### src/rtl/stt_pkg.sv
package stt_pkg;

  localparam int OFFSET_BITS = 16;
  localparam int KW_CHARS    = 7;
  localparam int PREFIX_BITS = 8 * KW_CHARS;

  localparam logic [OFFSET_BITS-1:0] OFF_MAX = {OFFSET_BITS{1'b1}};

  // scanner modes
  localparam logic [1:0] MODE_IDLE = 2'd0;
  localparam logic [1:0] MODE_NUM  = 2'd1;
  localparam logic [1:0] MODE_WORD = 2'd2;

  // token kinds
  localparam logic [4:0] KIND_EOF     = 5'd0;
  localparam logic [4:0] KIND_ASSIGN  = 5'd1;
  localparam logic [4:0] KIND_SEMI    = 5'd2;
  localparam logic [4:0] KIND_ADD     = 5'd3;
  localparam logic [4:0] KIND_SUB     = 5'd4;
  localparam logic [4:0] KIND_MUL     = 5'd5;
  localparam logic [4:0] KIND_DIV     = 5'd6;
  localparam logic [4:0] KIND_OPEN    = 5'd7;
  localparam logic [4:0] KIND_CLOSE   = 5'd8;
  localparam logic [4:0] KIND_INT     = 5'd9;
  localparam logic [4:0] KIND_IDENT   = 5'd10;
  localparam logic [4:0] KIND_RETURN  = 5'd11;
  localparam logic [4:0] KIND_I8      = 5'd12;
  localparam logic [4:0] KIND_I16     = 5'd13;
  localparam logic [4:0] KIND_I32     = 5'd14;
  localparam logic [4:0] KIND_I64     = 5'd15;
  localparam logic [4:0] KIND_U8      = 5'd16;
  localparam logic [4:0] KIND_U16     = 5'd17;
  localparam logic [4:0] KIND_U32     = 5'd18;
  localparam logic [4:0] KIND_U64     = 5'd19;
  localparam logic [4:0] KIND_COMMENT = 5'd20;
  localparam logic [4:0] KIND_UNKNOWN = 5'd21;

  // keyword table, earliest character in the highest byte
  localparam int KW_COUNT = 10;
  localparam logic [63:0] KW_WORD [KW_COUNT] = '{
    64'h0000_7265_7475_726E, 64'h0000_0000_0000_6938, 64'h0000_0000_0069_3136,
    64'h0000_0000_0069_3332, 64'h0000_0000_0069_3634, 64'h0000_0000_0000_7538,
    64'h0000_0000_0075_3136, 64'h0000_0000_0075_3332, 64'h0000_0000_0075_3634,
    64'h0063_6F6D_6D65_6E74
  };
  localparam logic [3:0] KW_LEN [KW_COUNT] = '{
    4'd6, 4'd2, 4'd3, 4'd3, 4'd3, 4'd2, 4'd3, 4'd3, 4'd3, 4'd7
  };
  localparam logic [4:0] KW_KIND [KW_COUNT] = '{
    KIND_RETURN, KIND_I8, KIND_I16, KIND_I32, KIND_I64,
    KIND_U8, KIND_U16, KIND_U32, KIND_U64, KIND_COMMENT
  };

  // token queue between front and back
  localparam int QDEPTH    = 4;
  localparam int QPTR_BITS = $clog2(QDEPTH);
  localparam int QCNT_BITS = $clog2(QDEPTH + 1);

  typedef struct packed {
    logic [4:0]  kind;
    logic [15:0] start;
    logic [15:0] length;
    logic [7:0]  unk;
    logic        last;
  } tok_t;

  // one accepted character's tokens: t0 always, t1 when two is set
  typedef struct packed {
    logic two;
    tok_t t0;
    tok_t t1;
  } entry_t;

  function automatic logic [15:0] fit16(input logic [OFFSET_BITS-1:0] v);
    logic [31:0] w;
    w = 32'(v);
    return w[15:0];
  endfunction

endpackage

### src/rtl/stt_front.sv
module stt_front import stt_pkg::*; (
  input  logic       clk,
  input  logic       rst,
  input  logic       accept,
  input  logic [7:0] text_char,
  output logic       push,
  output entry_t     entry
);

  logic [1:0]             mode;
  logic [OFFSET_BITS-1:0] offset;
  logic [OFFSET_BITS-1:0] word_start;
  logic [PREFIX_BITS-1:0] word_prefix;
  logic [3:0]             prefix_count;

  logic [OFFSET_BITS-1:0] offset_adv;
  logic                   is_digit, is_letter, is_space;
  logic [4:0]             op_kind;
  logic                   cont_num, cont_word;
  logic                   have_run, have_own;
  tok_t                   run_tok, own_tok;
  logic [4:0]             word_kind;

  assign offset_adv = (offset != OFF_MAX) ? offset + 1'b1 : offset;
  assign is_digit   = (text_char >= "0") && (text_char <= "9");
  assign is_letter  = ((text_char >= "a") && (text_char <= "z")) ||
                      ((text_char >= "A") && (text_char <= "Z")) || (text_char == "_");
  assign is_space   = (text_char == " ") || ((text_char >= 8'd9) && (text_char <= 8'd13));
  assign cont_num   = (mode == MODE_NUM) && is_digit;
  assign cont_word  = (mode == MODE_WORD) && (is_letter || is_digit);

  always_comb begin
    case (text_char)
      "=":     op_kind = KIND_ASSIGN;
      ";":     op_kind = KIND_SEMI;
      "+":     op_kind = KIND_ADD;
      "-":     op_kind = KIND_SUB;
      "*":     op_kind = KIND_MUL;
      "/":     op_kind = KIND_DIV;
      "(":     op_kind = KIND_OPEN;
      ")":     op_kind = KIND_CLOSE;
      default: op_kind = KIND_EOF;
    endcase
  end

  // keyword lookup; long words never match since the count goes past every length
  always_comb begin
    word_kind = KIND_IDENT;
    for (int i = KW_COUNT - 1; i >= 0; i--) begin
      if ((KW_LEN[i] <= 4'(KW_CHARS)) && (prefix_count == KW_LEN[i]) &&
          (64'(word_prefix) == KW_WORD[i])) begin
        word_kind = KW_KIND[i];
      end
    end
  end

  always_comb begin
    have_run       = !cont_num && !cont_word && ((mode == MODE_NUM) || (mode == MODE_WORD));
    run_tok.kind   = (mode == MODE_NUM) ? KIND_INT : word_kind;
    run_tok.start  = fit16(word_start);
    run_tok.length = fit16(offset - word_start);
    run_tok.unk    = 8'd0;
    run_tok.last   = 1'b0;

    have_own       = 1'b0;
    own_tok.kind   = KIND_UNKNOWN;
    own_tok.start  = fit16(offset);
    own_tok.length = 16'd1;
    own_tok.unk    = 8'd0;
    own_tok.last   = 1'b1;
    if (!cont_num && !cont_word) begin
      if (text_char == 8'd0) begin
        have_own       = 1'b1;
        own_tok.kind   = KIND_EOF;
        own_tok.length = 16'd0;
      end else if (is_space || is_digit || is_letter) begin
        have_own = 1'b0;
      end else if (op_kind != KIND_EOF) begin
        have_own     = 1'b1;
        own_tok.kind = op_kind;
      end else begin
        have_own    = 1'b1;
        own_tok.unk = text_char;
      end
    end

    if (have_run) begin
      entry.t0      = run_tok;
      entry.t0.last = !have_own;
      entry.t1      = own_tok;
      entry.two     = have_own;
    end else begin
      entry.t0  = own_tok;
      entry.t1  = own_tok;
      entry.two = 1'b0;
    end
    push = accept && (have_run || have_own);
  end

  always_ff @(posedge clk) begin
    if (rst) begin
      mode         <= MODE_IDLE;
      offset       <= '0;
      word_start   <= '0;
      word_prefix  <= '0;
      prefix_count <= '0;
    end else if (accept) begin
      if (cont_num) begin
        offset <= offset_adv;
      end else if (cont_word) begin
        if (prefix_count < 4'(KW_CHARS)) begin
          word_prefix <= {word_prefix[PREFIX_BITS-9:0], text_char};
        end
        if (prefix_count < 4'(KW_CHARS + 1)) begin
          prefix_count <= prefix_count + 4'd1;
        end
        offset <= offset_adv;
      end else begin
        mode <= MODE_IDLE;
        if (text_char == 8'd0) begin
          offset <= '0;
        end else if (is_digit) begin
          mode       <= MODE_NUM;
          word_start <= offset;
          offset     <= offset_adv;
        end else if (is_letter) begin
          mode         <= MODE_WORD;
          word_start   <= offset;
          word_prefix  <= PREFIX_BITS'(text_char);
          prefix_count <= 4'd1;
          offset       <= offset_adv;
        end else begin
          offset <= offset_adv;
        end
      end
    end
  end

endmodule

### src/rtl/stt_queue.sv
module stt_queue import stt_pkg::*; (
  input  logic   clk,
  input  logic   rst,
  input  logic   push,
  input  entry_t push_entry,
  input  logic   pop,
  output logic   full,
  output logic   empty,
  output entry_t head
);

  entry_t               slots [QDEPTH];
  logic [QPTR_BITS-1:0] wr_ptr;
  logic [QPTR_BITS-1:0] rd_ptr;
  logic [QCNT_BITS-1:0] count;

  assign full  = (count == QCNT_BITS'(QDEPTH));
  assign empty = (count == '0);
  assign head  = slots[rd_ptr];

  always_ff @(posedge clk) begin
    if (rst) begin
      wr_ptr <= '0;
      rd_ptr <= '0;
      count  <= '0;
    end else begin
      if (push) begin
        wr_ptr <= wr_ptr + 1'b1;
      end
      if (pop) begin
        rd_ptr <= rd_ptr + 1'b1;
      end
      if (push && !pop) begin
        count <= count + 1'b1;
      end else if (pop && !push) begin
        count <= count - 1'b1;
      end
    end
  end

  always_ff @(posedge clk) begin
    if (push) begin
      slots[wr_ptr] <= push_entry;
    end
  end

endmodule

### src/rtl/stt_back.sv
module stt_back import stt_pkg::*; (
  input  logic   clk,
  input  logic   rst,
  input  logic   q_empty,
  input  entry_t q_head,
  output logic   q_pop,
  output logic   out_valid,
  input  logic   out_ready,
  output tok_t   out_tok
);

  logic pend_valid;
  tok_t pend_tok;
  logic advance;

  assign advance = !out_valid || out_ready;
  assign q_pop   = advance && !pend_valid && !q_empty;

  always_ff @(posedge clk) begin
    if (rst) begin
      out_valid  <= 1'b0;
      pend_valid <= 1'b0;
    end else if (advance) begin
      if (pend_valid) begin
        out_valid  <= 1'b1;
        pend_valid <= 1'b0;
      end else if (!q_empty) begin
        out_valid  <= 1'b1;
        pend_valid <= q_head.two;
      end else begin
        out_valid <= 1'b0;
      end
    end
  end

  always_ff @(posedge clk) begin
    if (advance) begin
      if (pend_valid) begin
        out_tok <= pend_tok;
      end else if (!q_empty) begin
        out_tok  <= q_head.t0;
        pend_tok <= q_head.t1;
      end
    end
  end

endmodule

### src/rtl/source_text_tokenizer.sv
// Streaming tokenizer for source text.
// Input channel: one character per item on text_char (in_valid / in_ready);
// the character 0 ends the text, emits an eof token and restarts offsets at 0.
// Output channel: one token per item (out_valid / out_ready) with kind, start
// offset, length, the offending character for unknown tokens, and last_of_run
// marking the final token caused by one input character.
// Throughput: one character per cycle while out_ready holds and characters
// average at most one token each; a character that closes a pending number or
// word and carries its own token yields two tokens, which leave in order.
// The front scanner writes each token into a 4-entry token queue on the edge
// that takes the character releasing it; the back end then loads it into the
// output register once that register is empty or being read.
// When the receiver stalls, the output register holds, the queue fills, and
// in_ready drops only once the queue is full.
// Reset (synchronous, active high) clears the scanner to idle between tokens
// at offset 0 and empties the queue and the output stage.
module source_text_tokenizer import stt_pkg::*; (
  input  logic        clk,
  input  logic        rst,
  input  logic        in_valid,
  output logic        in_ready,
  input  logic [7:0]  text_char,
  output logic        out_valid,
  input  logic        out_ready,
  output logic [4:0]  token_kind,
  output logic [15:0] token_start,
  output logic [15:0] token_length,
  output logic [7:0]  unknown_char,
  output logic        last_of_run
);

  logic   accept;
  logic   q_push, q_pop, q_full, q_empty;
  entry_t q_in, q_head;
  tok_t   out_tok;

  // front may accept whenever the queue has room for this character's tokens
  assign in_ready = !q_full;
  assign accept   = in_valid && in_ready;

  stt_front u_front (
    .clk       (clk),
    .rst       (rst),
    .accept    (accept),
    .text_char (text_char),
    .push      (q_push),
    .entry     (q_in)
  );

  stt_queue u_queue (
    .clk        (clk),
    .rst        (rst),
    .push       (q_push),
    .push_entry (q_in),
    .pop        (q_pop),
    .full       (q_full),
    .empty      (q_empty),
    .head       (q_head)
  );

  stt_back u_back (
    .clk       (clk),
    .rst       (rst),
    .q_empty   (q_empty),
    .q_head    (q_head),
    .q_pop     (q_pop),
    .out_valid (out_valid),
    .out_ready (out_ready),
    .out_tok   (out_tok)
  );

  assign token_kind   = out_tok.kind;
  assign token_start  = out_tok.start;
  assign token_length = out_tok.length;
  assign unknown_char = out_tok.unk;
  assign last_of_run  = out_tok.last;

  // queue never written while full
  assert property (@(posedge clk) disable iff (rst) q_push |-> !q_full)
    else $error("token queue overflow");

  // the first token of a pair is always followed by its partner
  assert property (@(posedge clk) disable iff (rst)
    (out_valid && out_ready && !last_of_run) |=> out_valid)
    else $error("second token of a character lost");

  // output stage empty right after reset
  assert property (@(posedge clk) rst |=> !out_valid)
    else $error("output valid after reset");

  // kinds stay within the defined codes
  assert property (@(posedge clk) disable iff (rst)
    out_valid |-> (token_kind <= KIND_UNKNOWN))
    else $error("undefined token kind");

endmodule

### config.mk
export PLATFORM = sky130hd
export DESIGN_NAME = source_text_tokenizer
export DESIGN_NICKNAME = d
export VERILOG_FILES = /design/src/rtl/stt_pkg.sv /design/src/rtl/stt_front.sv /design/src/rtl/stt_queue.sv /design/src/rtl/stt_back.sv /design/src/rtl/source_text_tokenizer.sv
export SDC_FILE = /design/constraint.sdc
export NUM_CORES = 1
export LEC_CHECK = 0
export ABC_AREA = 1
export BUFFER_PORTS_ARGS = -buffer_cell sky130_fd_sc_hd__buf_4
export CAP_MARGIN = 20
export CORE_MARGIN = 2
export CORE_UTILIZATION = 45
export DETAILED_ROUTE_END_ITERATION = 6
export GPL_TIMING_DRIVEN = 0
export PLACE_DENSITY = 0.57
export REMOVE_ABC_BUFFERS = 1
export SLEW_MARGIN = 20
export SYNTH_ARGS = -nofsm -noshare
export SYNTH_HDL_FRONTEND = slang
export SYNTH_SLANG_ARGS = --single-unit
### constraint.sdc
create_clock -name clk -period 6.91 [get_ports clk]
set_input_delay 0.3455 -clock clk [delete_from_list [all_inputs] [get_ports clk]]
set_output_delay 0.3455 -clock clk [all_outputs]
set_load 0.02 [all_outputs]
==> results.cfg <==
[cells_and_area]
seq_area_um2 = 13600
layout-drive-gt1-share_pct = 11.5
synthToLayoutAreaGrowth_pct = 13.3
final_util_pct = 51.7
num_antenna_cells = 0
fill_cells = 4200
final_nets = 2259
multi_input_area_um2 = 6880

[routing]
drt_wl_total_mm = 51.0
drc_errors = 0
initialDrtViolationCount = 1157
met1_length_mm = 23.3
wl_per_cell_um = 17.7
met3_length_mm = 2.25
detail-route-antenna-nets = 0
top_layer = met4
viasPerCell = 5.33
routed-wl-met2_mm = 24.2
via_count = 15300
first_pass_iters = 5

[worst_setup_path]
cp.arrival_ns = 4.34
critPathBufInv = 6
critPathSlowestCell = nand2_4
path_class = in -> reg
cp-startpoint = text_char[7]
worstSetupStartpointType = primary input
cp.required_ns = 7.37
worstSetupEndpointType = flop
crit_family = simple AND/OR/NAND/NOR gates
cpPeakStageDelay_ns = 0.61
timing.rr.start = u_front.mode[0]
crit_chain = dlygate4sd3_1 > buf_4 > inv_2 > nand2_1 > nor2_1 > nand2_1 > nor2_2 > inv_2 > nand2_4 > nand2_4 > nand2_4 > nand2_1 > nand2_2 > inv_1 > ha_1 > inv_1 > fa_1 > o21ai_0 > a21oi_1
worst-path-max-fanout = 55

[synth]
synth.area.top_cells = edfxtp_1 (53%), dfxtp_1 (9.6%), nor2_1 (8.3%)
postSynthCellCount = 2181
synth_edf_count = 384
synth_top_area_share_pct = 52.9
synth.distinct_cells = 50
ys_seq_area_share_pct = 62.5
yosysTopAreaCell = edfxtp_1
synth_top_flop_cell = edfxtp_1
syn_area_um2 = 21800
synth-seq-cells = 489
ys_warn_count = 0
synthArstFlopShare_pct = 0
synth_area_per_cell_um2 = 10.0

[timing]
report.final.slew_viol_count = 0
rsz0062_at_grt = no
fmax_mhz = 258
min_period_ns = 3.88
setup_violations = 0
tightest_slew_ns = 1.07
hold_viol = 0
relSlewSlack_pct = 27.9
skew_ns = 0.0155
setup_tns_ns = 0
post-route-period-util_pct = 56.2
whs_ns = 0.0611

[run_status]
status = complete, no violations

[placed_design]
dp_hpwl_mm = 31.6
routabilityCongestion = 0.869
portBuffers = 59

[clock_tree]
clk-insertion-delay-late_ns = 0.59
cts_tree = yes
cts_buffers = 52
htreeDepth = 2
clock-sinks = 489
cts.reportedPaths.clkPinSlew_ns = 0.06
ctsLongestPathBuffers = 3
cts-root-buf = clkbuf_16
cts_resized = 0

[floorplanning]
die_area_um2 = 50200
die_w_um = 224
fp.coreArea_um2 = 47700
ioPinCount = 60
placementRows = 80
die-height_um = 224
initial_core_util_pct = 45.7

[worst_hold_path]
hold_class = in -> reg
hold_start = text_char[6]

[power]
powerDensity_nw_per_um2 = 364
ir_drop_mv = 0.213
total_leakage_power_uw = 0.00865

[global_routing]
grt_pass1_wl_mm = 81.3
antenna_found_initial = 0
overflow = 0
grt_pass1_vias = 14700
grt_util_all_layers_pct = 20.6
grt_max_degree = 80

[run]
cap_violations = 0
[worst min-delay path, delay by kind of cell]
family                 cells  cell delay [ns]
and+or+nand+nor            1             0.07
AOI/OAI and AO/OA          1             0.05
buffers and inverters      1             0.13
[cell usage after synthesis, types with 2 or more instances]
master	instances
nor4_1	5
xor2_1	5
nand2_1	258
buf_1	7
a21oi_1	101
ha_1	25
clkbuf_8	2
buf_12	6
dlygate4sd1_1	2
a31oi_1	31
nand2_2	7
nor2_2	2
o31ai_1	3
inv_1	178
or2_2	3
nor2_1	483
edfxtp_1	384
buf_2	6
o22ai_1	33
dfxtp_1	105
buf_6	7
buf_4	12
nand3b_1	2
inv_2	8
nand4_1	22
xnor2_1	2
o21ai_1	20
and3_1	2
a21oi_2	34
clkbuf_1	60
nor3_1	30
o21ai_0	198
a211oi_1	2
nand2_4	4
nand3_2	34
nand3_1	82
nor3b_1	2
fa_1	2
[flip-flops by register name, summed over array words and instances, names as in the netlist, named ones only]
signal / cells
u_back.out_valid: 1
u_front.word_prefix: 56
u_front.prefix_count: 4
u_back.out_tok: 46
u_front.mode: 2
u_queue.wr_ptr: 2
u_queue.slots: 308
u_back.pend_valid: 1
u_queue.rd_ptr: 2
u_front.offset: 16
u_queue.count: 3
u_back.pend_tok: 30
u_front.word_start: 16
[power by group]
| group | total (uW) | internal [uW] | switching (uW) | leakage, uW |
|---|---|---|---|---|
| logic | 2280 | 734 | 1550 | 0.00341 |
| registers | 4060 | 3850 | 206 | 0.00445 |
| clock network | 2650 | 1530 | 1120 | 0.000783 |
[final timing paths]
path	endpoint	slack (ns)	cells after the start
setup / recovery	u_queue.count[1]	3.03	19
hold / removal	u_front.word_prefix[6]	0.06	3
setup reg to reg	u_queue.count[2]	3.34	14
hold reg to reg	u_front.word_prefix[7]	0.46	2
[per-layer routing]
| layer | GRT usage (%) | vias up |
|---|---|---|
| met5 | 0 | - |
| met1 | 27.7 | 7401 |
| met4 | 6.34 | 0 |
| met3 | 3.27 | 76 |
| met2 | 34.3 | 317 |
| li1 | - | 7552 |
[cells by family after synthesis]
| kind of cell | Yosys count | share of synthesized area (%) |
|---|---|---|
| AND/OR/NAND/NOR | 938 | 18.5 |
| adder cells (fa/ha/maj) | 27 | 1.62 |
| flip-flops | 489 | 62.5 |
| AO/OA/AOI/OAI | 429 | 10.9 |
| XOR/XNOR | 7 | 0.281 |
| buffers and inverters | 291 | 6.11 |
[placed cells by master (no fill, tap or decap), types with 20 or more instances in the layout]
cell / n
a21oi_1: 101
a21oi_2: 34
a31oi_1: 31
buf_4: 64
clkbuf_16: 52
dfxtp_1: 102
edfxtp_1: 384
ha_1: 25
inv_1: 176
nand2_1: 258
nand3_1: 82
nand3_2: 34
nand4_1: 22
nor2_1: 479
nor3_1: 29
o21ai_0: 198
o21ai_1: 20
o22ai_1: 33
[layout make-up]
class | instances | area share (%)
clock buffers | 66 | 5.48
repair buffers | 89 | 4.39
multi-input cells | 1401 | 27.9
well taps | 615 | 3.12
inverters | 187 | 2.90
flip-flops and latches | 489 | 55.2
clock inverters | 30 | 1.01
[through the flow]
step / instance area, um^2 / setup WS (ns) / total power, uW / instances
floorplan: 21200 / 0.286 / 5430 / 2077
global placement: 22400 / -4.89 / 6340 / 2751
detailed placement: 23100 / 2.87 / 6450 / 2780
CTS: 24700 / 3.05 / 9110 / 2877
global route: 24700 / 2.64 / 9470 / 2877
finish: 24700 / 3.03 / 9000 / 2877
[timing repair]
action,in CTS,in global routing
setup buffers,0,0
endpoints found under the hold margin,4,0
hold buffers,1,0
(Power assumes the default switching activity.)
